==> src/assert_macros.svh <==
// Assertion macros shared by the bitmap transform engine RTL.
// Each macro expects signals named clk and rst_n in the scope where it is used.
`ifndef ASSERT_MACROS_SVH
`define ASSERT_MACROS_SVH

// Plain property, checked on every rising edge outside reset.
`define BTE_ASSERT(lbl, prop, msg) \
  lbl: assert property (@(posedge clk) disable iff (!rst_n) (prop)) else $error(msg);

// Same-cycle implication.
`define BTE_ASSERT_IMP(lbl, ante, cons, msg) \
  lbl: assert property (@(posedge clk) disable iff (!rst_n) (ante) |-> (cons)) else $error(msg);

// Next-cycle implication.
`define BTE_ASSERT_NXT(lbl, ante, cons, msg) \
  lbl: assert property (@(posedge clk) disable iff (!rst_n) (ante) |=> (cons)) else $error(msg);

`endif

==> src/bte_pkg.sv <==
// Package for the bitmap transform engine: sizes, codes, word and config types.
// Used by every module of the block; depends on nothing.
`default_nettype none

package bte_pkg;

  localparam int MAX_DIM    = 256;
  localparam int MAX_PIXELS = 65536;

  localparam int DIM_W     = $clog2(MAX_DIM) + 1;
  localparam int COORD_W   = $clog2(MAX_DIM);
  localparam int ADDR_W    = $clog2(MAX_PIXELS);
  localparam int NPIX_W    = ADDR_W + 1;
  localparam int CFG_W     = 9;
  localparam int CFG_IDX_W = 3;
  localparam int PIX_W     = 32;
  localparam int MODE_W    = 3;
  localparam int DIV_CNT_W = $clog2(DIM_W + 1);

  localparam int FIFO_DEPTH = 4;
  localparam int FIFO_PTR_W = $clog2(FIFO_DEPTH);
  localparam int FIFO_CNT_W = $clog2(FIFO_DEPTH + 1);

  localparam logic CMD_LOAD  = 1'b0;
  localparam logic CMD_FETCH = 1'b1;

  localparam logic [MODE_W-1:0] MODE_COPY    = 3'd0;
  localparam logic [MODE_W-1:0] MODE_CROP    = 3'd1;
  localparam logic [MODE_W-1:0] MODE_ROT_CCW = 3'd2;
  localparam logic [MODE_W-1:0] MODE_ROT_CW  = 3'd3;
  localparam logic [MODE_W-1:0] MODE_ROT_180 = 3'd4;
  localparam logic [MODE_W-1:0] MODE_SCALE   = 3'd5;

  localparam logic [CFG_IDX_W-1:0] REG_SRC_WIDTH  = 3'd0;
  localparam logic [CFG_IDX_W-1:0] REG_SRC_HEIGHT = 3'd1;
  localparam logic [CFG_IDX_W-1:0] REG_OP_MODE    = 3'd2;
  localparam logic [CFG_IDX_W-1:0] REG_CROP_LEFT  = 3'd3;
  localparam logic [CFG_IDX_W-1:0] REG_CROP_TOP   = 3'd4;
  localparam logic [CFG_IDX_W-1:0] REG_OUT_WIDTH  = 3'd5;
  localparam logic [CFG_IDX_W-1:0] REG_OUT_HEIGHT = 3'd6;

  typedef struct packed {
    logic             cmd;
    logic [PIX_W-1:0] pixel_in;
  } in_item_t;

  typedef struct packed {
    logic [PIX_W-1:0] pixel_out;
    logic             frame_last;
  } out_item_t;

  // Effective configuration, dimensions already clamped to 1..MAX_DIM.
  typedef struct packed {
    logic [DIM_W-1:0]   sw;
    logic [DIM_W-1:0]   sh;
    logic [DIM_W-1:0]   ow;
    logic [DIM_W-1:0]   oh;
    logic [MODE_W-1:0]  mode;
    logic [COORD_W-1:0] crop_left;
    logic [COORD_W-1:0] crop_top;
    logic [NPIX_W-1:0]  npix;
  } cfg_t;

  typedef struct packed {
    logic pos_clr;
    logic frame_clr;
  } cfg_evt_t;

  // Per-step increments for nearest-neighbor scaling: src_dim = q * out_dim + r.
  typedef struct packed {
    logic [DIM_W-1:0]   q_w;
    logic [COORD_W-1:0] r_w;
    logic [DIM_W-1:0]   q_h;
    logic [COORD_W-1:0] r_h;
  } step_t;

  // Queue entry. A load carries its store address in pos, a fetch {row, col}.
  typedef struct packed {
    logic              is_fetch;
    logic              last;
    logic [ADDR_W-1:0] pos;
    logic [PIX_W-1:0]  data;
  } qent_t;

  function automatic logic [DIM_W-1:0] eff_dim(input logic [DIM_W-1:0] v);
    logic [DIM_W-1:0] r;
    r = v;
    if (v == '0) r = DIM_W'(1);
    else if (v > DIM_W'(MAX_DIM)) r = DIM_W'(MAX_DIM);
    return r;
  endfunction

endpackage

`default_nettype wire

==> src/bte_div.sv <==
// Bit-serial restoring divider, one quotient bit per cycle.
// Depends on bte_pkg and assert_macros.svh.
`default_nettype none
`include "assert_macros.svh"

module bte_div import bte_pkg::*; (
  input  wire logic               clk,
  input  wire logic               rst_n,
  input  wire logic               start,
  input  wire logic [DIM_W-1:0]   dividend,
  input  wire logic [DIM_W-1:0]   divisor,
  output logic                    busy,
  output logic [DIM_W-1:0]        quot,
  output logic [COORD_W-1:0]      rem
);

  logic [DIV_CNT_W-1:0] cnt_r;
  logic [DIM_W-1:0]     quot_r;
  logic [COORD_W-1:0]   rem_r;
  logic [DIM_W-1:0]     trial;
  logic [DIM_W-1:0]     diff;
  logic                 ge;
  logic [COORD_W-1:0]   rem_nxt;

  assign busy = (cnt_r != '0);
  assign quot = quot_r;
  assign rem  = rem_r;

  always_comb begin
    trial   = {rem_r, quot_r[DIM_W-1]};
    ge      = (trial >= divisor);
    diff    = trial - divisor;
    rem_nxt = ge ? diff[COORD_W-1:0] : trial[COORD_W-1:0];
  end

  always_ff @(posedge clk) begin
    if (!rst_n) begin
      cnt_r <= '0;
    end else if (start) begin
      cnt_r <= DIV_CNT_W'(DIM_W);
    end else if (busy) begin
      cnt_r <= cnt_r - DIV_CNT_W'(1);
    end
  end

  always_ff @(posedge clk) begin
    if (start) begin
      quot_r <= dividend;
      rem_r  <= '0;
    end else if (busy) begin
      quot_r <= {quot_r[DIM_W-2:0], ge};
      rem_r  <= rem_nxt;
    end
  end

  // A start seen while reset is still applied does not load the counter.
  `BTE_ASSERT_NXT(a_div_start, start && rst_n, busy, "divider did not start")

endmodule

`default_nettype wire

==> config.mk <==
export PLATFORM = sky130hd
export DESIGN_NAME = bte_div
export DESIGN_NICKNAME = d
export VERILOG_FILES = /design/src/bte_pkg.sv /design/src/bte_div.sv
export VERILOG_INCLUDE_DIRS = /design/src /design/src/src
export SDC_FILE = /design/constraint.sdc
export NUM_CORES = 1
export LEC_CHECK = 0
export ABC_AREA = 1
export BUFFER_PORTS_ARGS = -buffer_cell sky130_fd_sc_hd__buf_2
export CORE_MARGIN = 8
export CORE_UTILIZATION = 30
export DETAILED_ROUTE_END_ITERATION = 6
export PLACE_DENSITY = 0.49
export SKIP_LAST_GASP = 1
export SYNTH_ARGS = -nofsm -noshare
export SYNTH_HDL_FRONTEND = slang
export SYNTH_SLANG_ARGS = --single-unit
==> constraint.sdc <==
create_clock -name clk -period 2.1 [get_ports clk]
set_input_delay 0.105 -clock clk [delete_from_list [all_inputs] [get_ports clk]]
set_output_delay 0.105 -clock clk [all_outputs]
set_load 0.02 [all_outputs]
==> reports/summary.md, run 1 <==
The run finished with clean final reports. Entering global routing, the biggest net connects 13 pins. The tools report the total wirelength of the detailed-routed design as 3910 µm. The netlist area before placement was 1540 µm². From left edge to right edge, the die measures 87.6 µm. In the layout the commonest cells are 82 x sky130_fd_sc_hd__nand2_1, 40 x sky130_fd_sc_hd__inv_1, 38 x sky130_fd_sc_hd__buf_2, 23 x sky130_fd_sc_hd__nand3_1, 12 x sky130_fd_sc_hd__dfxtp_1. The first detailed-routing pass took 4 iterations. Yosys printed 0 warnings. The count of state elements after synthesis is 21.

Synthesis produced a netlist with a net count of 255. Of the cells placed in the final design, the portion with a size suffix greater than 1 is 22.1%. The kind of start point of the critical path was a flip-flop.

The tools report the diode insertion count for antenna repair as 0. The part of the cycle the worst path needs came out at 83.2%. The critical path goes through inv_1 -> ha_1 -> fa_1 -> inv_1 -> nand3_1 -> nand3_1 -> xnor2_1 -> nand2_1 -> nand3_1 -> nand2_1. TritonCTS built the clock tree.

The net count of the finished layout is 297. Together, buffers and inverters on the worst path number 2. IR analysis of the VDD net gives a maximum drop of 248 µV. After clock tree synthesis, the clock-pin slew on the worst setup and hold paths is 0.07 ns. The number of cells on the worst reg-to-reg path is 10. Post-CTS repair changed the size of 0 cells. Counting stages on the worst path, the most repeated cell is sky130_fd_sc_hd__nand3_1. The sequential fraction of the synthesis area was 33.2%; the cell depth of the worst hold path was 3. The run gives 1 as the maximum level of the CTS H-tree.

The worst clock skew was 0.00393 ns; the leakage power was 1.05 nW. After floorplanning, the core was divided into 26 placement rows. The slowest stage of the critical path is the sky130_fd_sc_hd__fa_1 cell. The max-slew violation count is 0.

The tools report the via count of the first global-routing pass as 1,396. After clock tree synthesis, the flow added hold-fix buffers numbering 0. The worst hold path terminates at cnt_r[3]. At the pin with the least slew margin, the transition time is 0.372 ns. The worst hold path begins at rst_n. Synthesis handed over a netlist of 222 instances. In this run the worst hold path is classified as input pin to flip-flop.

The minimum clock period is 1.75 ns, and the initial antenna violation count is 0. Total vias in the final route: 1,427. The core box area was 5040 µm². The sum of negative setup slack was 0 ns; the fraction of power spent switching nets was 37.4%.

TritonCTS created 3 clock buffers. The net switching power was 476 µW. The library cell used most frequently in the layout, excluding fill and tap cells, is sky130_fd_sc_hd__nand2_1. The overall power of the completed layout is 1.27 mW. Across all register-to-register paths, the minimum setup slack is 0.35 ns.

In this run the power density over the cells is 686 nW/µm². The first global-routing pass estimated 6350 µm of wire. Registers are responsible for 41.0% of the overall power. The internal power consumption is 798 µW. The tools report the kind of end point of the critical path as a flip-flop. After synthesis, the mean cell area works out to 6.93 µm². The kind of cell adding the most delay to the critical path is adder cells. For the worst setup path, the data required time is 2.26 ns. The initial cell density of the core is 30.5%.

The total overflow left after global routing is 0. The largest single stage delay on the critical path is 0.40 ns. For the worst setup path, the data arrival time is 1.90 ns. Cell at the root of the clock tree: sky130_fd_sc_hd__clkbuf_8. The clock latency on the worst-skew pair is 0.26 ns, and the biggest fanout along the worst timing path is 2.

The share of total power dissipated in combinational logic is 38.5%. The detailed router finished its first iteration with 49 violations. The TritonCTS sink count came out at 21.

The startpoint identified for the worst register-to-register timing path is quot[8]. For this run, the top clock speed supported by timing is 572 MHz. The number of buffers inserted to repair setup after CTS was 0. The number of I/O port buffers came out at 38. In this run the deepest clock path goes through 2 buffers.

The total of max-cap violations was 0. The tools report the global router's overall resource usage as 10.4%. The run gives 0 as the number of hold-slack violations in the final timing report. Relative to the synthesized area, the layout overhead comes to 20.8%. The final antenna-violating net count is 0, and the I/O pin total is 39. The tools report the endpoint of the most critical register-to-register path as rem[4]. The mean routed wirelength per cell works out to 11.7 µm. The number of distinct library cells after synthesis is 29.

The clock network burns 20.4% of the power. After legalization and detailed placement, the total HPWL measured 3140 µm. The vertical extent of the die was 87.6 µm. Class of the most critical setup path: flip-flop to flip-flop. The via count normalized by instance count is 4.29, and the final setup violation count is 0. For this run, design rule violations remaining after detail routing come to 0.

For the die footprint, the log shows 7670 µm². Setup repair after global routing left no endpoint under its margin. Measured against its own limit, the worst slew margin works out to 75.2%. Routability-driven placement finished with a final weighted congestion of 0.810.
[stage by stage]
step / cells / setup WS [ns] / cell area [µm²] / hold WS, ns / utilization [%]
2_1_floorplan: 222 / 0.395 / 1540 / 0.233 / -
3_3_place_gp: 329 / 0.349 / 1810 / 0.380 / 36.0
3_5_place_dp: 329 / 0.362 / 1810 / 0.379 / 36.0
4_1_cts: 333 / 0.343 / 1860 / 0.106 / 36.8
5_1_grt: 333 / 0.226 / 1860 / 0.117 / 36.8
6_report: 333 / 0.353 / 1860 / 0.108 / 36.8
[power by group through the flow]
stage,Sequential [mW],Combinational (mW),Clock (mW)
floorplan,0.583,0.300,0
detailed placement,0.534,0.497,0
global route,0.532,0.550,0.290
CTS,0.525,0.500,0.274
global placement,0.530,0.503,0
finish,0.523,0.491,0.260
[cell type report]
type | count | area, µm²
well taps | 70 | 87.6
repair buffers | 39 | 198
inverters | 41 | 154
flip-flops and latches | 21 | 510
multi-input cells | 158 | 863
clock buffers | 4 | 45.0
fillers | 579 | 3180
[synthesized netlist by cell type]
library cell               instances  area, µm²
sky130_fd_sc_hd__nor2_4            3       33.8
sky130_fd_sc_hd__inv_2             1       3.75
sky130_fd_sc_hd__buf_2             2       10.0
sky130_fd_sc_hd__a211oi_1          1       7.51
sky130_fd_sc_hd__nand3_1          23        115
sky130_fd_sc_hd__nand2_1          82        308
sky130_fd_sc_hd__edfxtp_1          9        270
sky130_fd_sc_hd__a21oi_1           4       20.0
sky130_fd_sc_hd__fa_1              1       20.0
sky130_fd_sc_hd__nand4_2           1       12.5
sky130_fd_sc_hd__o21ai_0           4       20.0
sky130_fd_sc_hd__xor2_1            2       17.5
sky130_fd_sc_hd__ha_1             11        138
sky130_fd_sc_hd__xnor2_1           1       8.76
sky130_fd_sc_hd__nor2_2            1       6.26
sky130_fd_sc_hd__a211oi_2          1       12.5
sky130_fd_sc_hd__nor3b_1           1       7.51
sky130_fd_sc_hd__nand2_2           3       18.8
sky130_fd_sc_hd__nand4_1           1       6.26
sky130_fd_sc_hd__inv_1            40        150
sky130_fd_sc_hd__nand3_2           3       30.0
sky130_fd_sc_hd__nand3b_1          1       7.51
sky130_fd_sc_hd__nor2_1            9       33.8
sky130_fd_sc_hd__dfxtp_1          12        240
sky130_fd_sc_hd__a21oi_2           1       8.76
sky130_fd_sc_hd__nor3_1            1       5.00
sky130_fd_sc_hd__or2_4             1       8.76
sky130_fd_sc_hd__nand2_4           1       11.3
sky130_fd_sc_hd__a31oi_1           1       6.26
[routing by layer]
layer,vias to the layer above,part of all wire [%],global-route usage [%]
met5,-,0,0
met4,0,0.61,1.88
met3,2,6.8,3.56
met2,31,44,16.7
li1,778,-,-
met1,616,48,13.2
[kinds of logic (layout without fill, tap and decap cells)]
kind of cell / count (synthesis) / count (layout) / synth area share [%]
AND/OR/NAND/NOR: 131 / 131 / 39.3
XOR/XNOR: 3 / 3 / 1.71
AO/OA/AOI/OAI: 12 / 12 / 4.88
adder cells (fa/ha/maj): 12 / 12 / 10.3
buffers and inverters: 43 / 84 / 10.7
flip-flops: 21 / 21 / 33.2
[worst reg2reg max path, stage by stage (launching register included)]
cell and delay, ns:
sky130_fd_sc_hd__edfxtp_1 0.35, sky130_fd_sc_hd__inv_1 0.08, sky130_fd_sc_hd__ha_1 0.21, sky130_fd_sc_hd__fa_1 0.40
sky130_fd_sc_hd__inv_1 0.11, sky130_fd_sc_hd__nand3_1 0.07, sky130_fd_sc_hd__nand3_1 0.10, sky130_fd_sc_hd__xnor2_1 0.12
sky130_fd_sc_hd__nand2_1 0.07, sky130_fd_sc_hd__nand3_1 0.09, sky130_fd_sc_hd__nand2_1 0.05
[worst max path at each step]
stage                        from     end  cells after the start
after floorplan           quot[8]  rem[4]                     10
after global placement    quot[8]  rem[4]                     10
after detailed placement  quot[8]  rem[4]                     10
after CTS                 quot[8]  rem[4]                     10
after global routing       rem[3]  rem[0]                     10
final                     quot[8]  rem[4]                     10
[state kept, by name (all words and copies together), names as in the netlist]
signal,count
rem,8
quot,9
cnt_r,4
(Power assumes the default switching activity.)
==> run 2: changes to the inputs <==
--- a/config.mk
+++ b/config.mk
@@ -6,12 +6,12 @@
 export SDC_FILE = /design/constraint.sdc
 export NUM_CORES = 1
 export LEC_CHECK = 0
-export ABC_AREA = 1
+export ABC_AREA = 0
 export BUFFER_PORTS_ARGS = -buffer_cell sky130_fd_sc_hd__buf_2
 export CORE_MARGIN = 8
 export CORE_UTILIZATION = 30
 export DETAILED_ROUTE_END_ITERATION = 6
-export PLACE_DENSITY = 0.49
+export PLACE_DENSITY = 0.5
 export SKIP_LAST_GASP = 1
 export SYNTH_ARGS = -nofsm -noshare
 export SYNTH_HDL_FRONTEND = slang
==> constraint.sdc (replaced) <==
create_clock -name clk -period 1.7 [get_ports clk]
set_input_delay 0.085 -clock clk [delete_from_list [all_inputs] [get_ports clk]]
set_output_delay 0.085 -clock clk [all_outputs]
set_load 0.02 [all_outputs]
==> run 2 against run 1 <==
  * The run now ends with setup timing left
  * Area after synthesis fell by 6.3%
  * Sequential power is 34% higher
  * Utilization increased by 11 points
  * Via count grew 5.0%
  * Non-clock buffer count rose by 40
  * Synthesized cell count fell by 27%
  * Register-to-register slack worse by 0.55 ns
  * Combinational power grew to 2.9 times the previous value
  * Cell area rose by 21%
==> reports/summary.md, run 2 <==
The tightest min-delay check is of the input pin to flip-flop type. The I/O pin total was 39. The die is 85.3 µm wide. The kind of end point of the critical path is a flip-flop. The share of total power dissipated in sequential elements is 28.6%. For this run, the number of Yosys warnings is 0. The minimum clock period came out at 1.90 ns.

Measured against its own limit, the worst slew margin works out to 74.5%. The mean routed wirelength per cell came out at 15.7 µm. The flip-flop count of the largest register after layout was 9; the area share of the largest cell type after synthesis was 18.8%. The tools report the internal power consumption as 1.48 mW.

Buffers inserted during clock tree synthesis total 3. After routing, the total negative slack on setup checks comes to -1.30 ns. A synthesized cell averages 8.95 µm². STA puts the critical path data arrival time at 2.05 ns.

After technology mapping, the gate count stands at 161. TritonCTS built the clock tree. The total wirelength of the detailed-routed design was 4570 µm; the clock transition time at the flip-flop clock pins of the worst setup and hold paths was 0.09 ns. For this block, the initial DRC count from the detailed router was 96.

At the worst endpoint, the required time is 1.85 ns. Net switching is 39.7% of the power. The part of the cycle the worst path needs is 112%, and the measured slew at the worst slew-check pin is 0.381 ns.

In the synthesized netlist the dominant register cell turns out to be sky130_fd_sc_hd__dfxtp_1. Of all flip-flops after synthesis, the portion carrying an async set or reset was 0%. The tools report the maximum level of the CTS H-tree as 1. Sequential cells were found to cover 35.4% of the synthesized design area. The number of distinct library cells after synthesis is 42, and the non-filler instance count after layout is 291. Routability-driven placement finished with a final weighted congestion of 0.815.

The run gives 1,498 as the total vias in the final route. The final antenna-violating net count was 0. Detailed placement ended at an HPWL of 3590 µm.

The count of buffers added on input and output ports is 38. Setup violations remaining at the end of the flow were counted as 9. Entering global routing, the biggest net connects 13 pins.

The logs give 0 for the initial antenna violation count and 0.00812 ns for the worst clock skew. Using the TritonRoute via totals, the vias-per-cell ratio works out to 5.15. In this run the deepest clock path goes through 2 buffers. For the worst-case setup margin in the final layout, the log shows -0.198 ns. The cell sitting at the root of the clock tree is a sky130_fd_sc_hd__clkbuf_8. The leakage power came out at 0.996 nW.

After detailed routing, the number of remaining DRC violations is 0. The maximum VDD drop is 436 µV. At the end of the flow, the number of nets in the layout was 271. The count of state elements after synthesis came out at 21. The tools report the kind of start point of the critical path as a flip-flop. The clock latency on the worst-skew pair was 0.26 ns; the diode insertion count for antenna repair was 0.

The pre-antenna-repair detailed-routing pass consisted of 4 iterations. Overall power of the completed layout: 2.45 mW. Most frequent cell after synthesis: sky130_fd_sc_hd__nor2_1. Ranked by instance count, the synthesized netlist is headed by 17 x sky130_fd_sc_hd__nor2_1, 16 x sky130_fd_sc_hd__inv_1, 12 x sky130_fd_sc_hd__dfxtp_1. Total cell area at the placement stage: 2030 µm². The combinational share of power is 57.6%. The first global-routing pass estimated 7740 µm of wire. The run gives 0 as the number of hold-slack violations in the final timing report. By startpoint and endpoint, the worst setup path is classified as flip-flop to flip-flop.

The net switching power is 973 µW. The layout-stage area growth over the synthesis result is 56.6%. The area of all placed cells without fillers was 2260 µm²; the net count of the mapped netlist was 194. Along the worst path, the maximum fanout reaches 6. Leaving out fill and tap cells, the most frequent cell in the layout is sky130_fd_sc_hd__buf_4. After detailed placement, the design holds a cell count of 282. In the post-synthesis netlist, the biggest area contributors are sky130_fd_sc_hd__edfxtp_1 19%, sky130_fd_sc_hd__dfxtp_1 17%, sky130_fd_sc_hd__ha_1 9.5%. The initial cell density of the core was 30.7%.

The core box area was 4690 µm²; the fraction of final layout cells sized beyond drive strength 1 was 56.1%. Leaving out fill and tap cells, the most frequent cells in the layout are 39 x sky130_fd_sc_hd__buf_4, 38 x sky130_fd_sc_hd__buf_2, 14 x sky130_fd_sc_hd__inv_1, 14 x sky130_fd_sc_hd__nor2_1, 11 x sky130_fd_sc_hd__nand2_1. The maximum clock frequency is 527 MHz. The max-slew violation count was 0.

The tools report the TritonCTS sink count as 21. The netlist area before placement was 1440 µm². Yosys mapped a number of flops with a built-in enable equal to 9. The initialized floorplan defines 25 standard-cell rows. Vertical extent of the die: 85.3 µm. The global router's overall resource usage was 12.8%. Setup repair after global routing could not meet its margin everywhere. Across the run, the number of max-cap violations was 0.

The via count of the first global-routing pass was 1,621. Per report_power, the clock group accounts for 13.8% of the total. The power density over the cells is 1090 nW/µm².

The biggest area contributor in the post-synthesis netlist is sky130_fd_sc_hd__edfxtp_1. The die covers 7280 µm². The run finished, with violations left. The final reports fail on setup timing. After global routing the overflow that remains totals 0.
## run 2: cell types whose count changed after synthesis, sizes merged, moves of 3 or more
cell,delta
nand2,-75
clkbuf,+6
a311oi,+4
a21oi,+6
inv,-25
o211ai,+3
o31a,+3
nand2b,+4
nand3,-20
o22ai,+3
mux2,+9
nor2,+4
## run 2: path summary, 6_finish.rpt
check	from	slack (ns)	end	cells past startpoint
hold / removal	rst_n	0.09	cnt_r[0]	3
hold reg to reg	cnt_r[1]	0.54	cnt_r[1]	2
setup / recovery	rem[5]	-0.20	rem[0]	7
setup reg to reg	rem[5]	-0.20	rem[0]	7
## run 2: final cells by class
type | count | area (µm²)
Multi-Input combinational cell | 117 | 1050
Clock buffer | 3 | 41.3
Tap cell | 54 | 67.6
Timing Repair Buffer | 79 | 505
Sequential cell | 21 | 520
Clock inverter | 1 | 5.00
Fill cell | 458 | 2430
Inverter | 16 | 62.6
## run 2: cells by family (layout without fill, tap and decap cells)
group           count (synthesis)  after routing  synth area share [%]
flops                          21             21                  35.4
fa+ha+maj                      12             12                  10.9
simple gates                   51             51                  16.9
compound gates                 39             40                  19.7
mux                            10             10                  7.73
xor+xnor                        4              4                  2.43
buf+inv                        24             99                  6.86
## run 2: worst max-delay path: stages (launching register included)
cell	delay [ns]
sky130_fd_sc_hd__dfxtp_4	0.36
sky130_fd_sc_hd__ha_4	0.22
sky130_fd_sc_hd__a21o_1	0.18
sky130_fd_sc_hd__a21o_1	0.20
sky130_fd_sc_hd__a221oi_2	0.30
sky130_fd_sc_hd__buf_4	0.21
sky130_fd_sc_hd__a21oi_2	0.06
sky130_fd_sc_hd__o31a_1	0.27
## run 2: layer usage
layer  part of all wire (%)  GRT usage [%]  vias up
met2                     54           23.9       24
met4                   0.66           2.23        0
li1                       -              -      743
met5                      0              0        -
met1                     43           14.9      727
met3                    3.1           2.22        4
## run 2: timing repair
item                                    in CTS  in global routing
resized for setup                           17                 11
pin swaps                                   18                 14
endpoints found under the setup margin      10                 10
hold buffers                                 0                  0
gates cloned                                 1                  0
setup buffers                                4                  1
## run 2: metrics by stage
step	worst slack [ns]	utilization, %	hold slack (ns)
after global routing	-0.328	48.1	0.107
final	-0.198	48.1	0.0935
after global placement	-0.234	43.3	0.354
after detailed placement	-0.265	43.3	0.368
after floorplan	-0.199	-	0.251
after CTS	-0.238	46.9	0.0982
## run 2: power groups by stage
stage	registers, mW	clock network (mW)	logic (mW)
detailed placement	0.710	0	1.24
floorplan	0.815	0	0.646
finish	0.702	0.339	1.41
global route	0.714	0.375	1.54
global placement	0.706	0	1.22
CTS	0.702	0.348	1.35
==> run 3: changes to the inputs <==
--- a/config.mk
+++ b/config.mk
@@ -7,11 +7,12 @@
 export NUM_CORES = 1
 export LEC_CHECK = 0
 export ABC_AREA = 0
-export BUFFER_PORTS_ARGS = -buffer_cell sky130_fd_sc_hd__buf_2
 export CORE_MARGIN = 8
 export CORE_UTILIZATION = 30
+export CTS_CLUSTER_SIZE = 10
 export DETAILED_ROUTE_END_ITERATION = 6
-export PLACE_DENSITY = 0.5
+export DONT_BUFFER_PORTS = 1
+export PLACE_DENSITY = 0.43
 export SKIP_LAST_GASP = 1
 export SYNTH_ARGS = -nofsm -noshare
 export SYNTH_HDL_FRONTEND = slang
==> run 3 against run 2 <==
  * The flow finishes with violations (hold timing, setup timing)
  * Cell area is 9.5% lower
  * First-iteration DRC count fell by 27%
  * Sequential share of layout area up 2.4 points
  * Critical endpoint is now rem[4]
  * Largest cell class unchanged
  * Highest routed layer unchanged
==> reports/summary.md, run 3 (same netlist as run 2, synthesis figures left out) <==
For this run, the post-layout net count is 233. For the via count of the first global-routing pass, the log shows 1,388. The clock net in this run drives a total of 21 sinks. The leakage power is 0.847 nW.

For the finished layout, the period the worst path requires is 1.96 ns. The total wirelength of the detailed-routed design came out at 4420 µm. Once the floorplan was initialized, standard cells occupied 30.7% of the core.

The HPWL after detailed placement is 3390 µm. The mean routed wirelength per cell is 17.5 µm, and the post-route DRC violation count is 0. The register with the most flip-flops in the layout has 9 of them. The total cell area at the placement stage is 1860 µm², and the max-slew violation count is 0. The run gives 4690 µm² as the core box area. TritonCTS built the clock tree. For this run the aggregate overflow at the end of global routing stands at 0. The congestion estimate from routability-driven global placement came to 0.881. The overall power of the completed layout was 2.36 mW.

The finished cells cover 2040 µm². The worst-case setup slack after placement was -0.302 ns; the die footprint was 7280 µm². Layout-stage area growth over the synthesis result: 41.8%. The number of standard-cell rows in the floorplan is 25. At the pin with the least slew margin, the transition time is 0.378 ns.

Across the VDD grid, the largest voltage drop is 386 µV. Worst min-delay path category: input pin to flip-flop. By startpoint and endpoint, the worst setup path is classified as flip-flop to flip-flop. The diode insertion count for antenna repair is 0, and the endpoint arrival time on the critical path is 2.16 ns. The worst clock skew is 0.00781 ns.

The final setup violation count is 9. Leaving out fill and tap cells, the most frequent cells in the layout are 39 x sky130_fd_sc_hd__buf_4, 14 x sky130_fd_sc_hd__inv_1, 14 x sky130_fd_sc_hd__nor2_1, 10 x sky130_fd_sc_hd__nand2_1. After routing, the total negative slack on setup checks comes to -1.66 ns. Setup repair after global routing could not meet its margin everywhere.

The worst hold slack is -0.126 ns, and the count of TritonRoute iterations in the first routing pass is 4. Of all nets on the critical path, the largest fanout is 5. Derived from the worst setup path, the maximum achievable clock frequency is 510 MHz.

Leaving out fill and tap cells, the most frequent cell in the layout is sky130_fd_sc_hd__buf_4. Cells with a size suffix above 1 make up 45.7% of the layout. After clock tree synthesis, the clock-pin slew on the worst setup and hold paths is 0.09 ns.

The run finished, with violations left. From bottom edge to top edge, the die measures 85.3 µm. Number of I/O port buffers: 0. Measured against its own limit, the worst slew margin works out to 74.7%. Excluding fillers, the count of instances in the completed layout stands at 253.

The tools report the kind of end point of the critical path as a flip-flop. The worst-case setup margin in the final layout came out at -0.261 ns. The checks that failed: hold timing, setup timing. Counting along the longest clock path gives a buffer depth of 2. The post-placement cell count was 246; the filler cell count in the final layout was 467. Maximum level of the CTS H-tree: 1. After detailed routing, the number of vias per cell comes to 5.19. For the total of max-cap violations, the log shows 0.

The tools report the cell at the root of the clock tree as sky130_fd_sc_hd__clkbuf_8. The run gives 1.90 ns as the data required time of the critical path. The run gives 39 as the I/O pin total. Across all layers, the routed design uses 1,312 vias. After layout, the worst path uses 115% of the clock period.

Number of DRC markers in iteration 0: 70. The maximum number of pins on one net before global-route repair was 22. For the clock latency on the worst-skew pair, the log shows 0.26 ns. STA classifies the critical path startpoint as a flip-flop. Counting the buffers created by CTS gives 3. Power density over the cells: 1160 nW/µm². The first global-routing pass estimated 7230 µm of wire.

Global routing consumed, over all layers together, 12.5% of the routing resources. The die is 85.3 µm wide. The initial antenna violation count was 0; the number of hold-slack violations in the final timing report was 9.

The tools report the final antenna-violating net count as 0.
==> run 3: cell count changes in the layout (fill, tap and decap cells not counted), moves of 2 or more <==
| cell | delta |
|---|---|
| sky130_fd_sc_hd__nand3_1 | +2 |
| sky130_fd_sc_hd__ha_4 | -2 |
| sky130_fd_sc_hd__nand3_2 | -2 |
| sky130_fd_sc_hd__buf_2 | -38 |
| sky130_fd_sc_hd__ha_1 | +2 |
==> run 3: critical path, stage by stage, from the launching register on <==
cell and delay [ns]:
sky130_fd_sc_hd__dfxtp_4 0.36, sky130_fd_sc_hd__ha_4 0.24, sky130_fd_sc_hd__a21o_1 0.18, sky130_fd_sc_hd__a21o_1 0.20, sky130_fd_sc_hd__a221o_2 0.47, sky130_fd_sc_hd__o31a_1 0.29, sky130_fd_sc_hd__a21oi_2 0.15
==> run 3: layer usage <==
layer | GRT usage [%] | part of all wire [%]
met3 | 2.32 | 4.0
met4 | 3.82 | 2.0
met1 | 15.2 | 43
met5 | 0 | 0
met2 | 21.7 | 50
==> run 3: per-stage QoR <==
step | hold slack [ns] | utilization (%)
after global placement | 0.166 | 39.5
after CTS | -0.138 | 43.1
after detailed placement | 0.156 | 39.5
after floorplan | 0.251 | -
after global routing | -0.144 | 43.5
final | -0.126 | 43.5
==> run 3: area by class of cell <==
type	instances	area [µm²]	area share (%)
Multi-Input combinational cell	117	1030	50.5
Sequential cell	21	520	25.5
Timing Repair Buffer	41	315	15.4
Tap cell	54	67.6	3.31
Inverter	16	62.6	3.06
Clock buffer	3	41.3	2.02
Clock inverter	1	5.00	0.245
==> run 3: path summary, 6_finish.rpt <==
kind            start  endpoint  slack (ns)  depth (start not counted)
min reg2reg  cnt_r[1]  cnt_r[1]        0.52                          2
max            rem[5]    rem[4]       -0.26                          6
max reg2reg    rem[5]    rem[4]       -0.26                          6
min             start    rem[4]       -0.13                          1
==> run 3: repair_timing <==
item,in CTS,in global routing
cloned,1,0
setup buffers,2,0
pin swaps,8,5
setup endpoints to repair,10,11
hold endpoints to repair,9,9
resized for setup,20,8
==> run 3: report_power, final <==
part | leakage (nW) | internal (mW) | switching (mW) | total (mW)
logic | 0.627 | 0.611 | 0.664 | 1.28
clock network | 0.0255 | 0.163 | 0.176 | 0.339
registers | 0.195 | 0.641 | 0.107 | 0.748
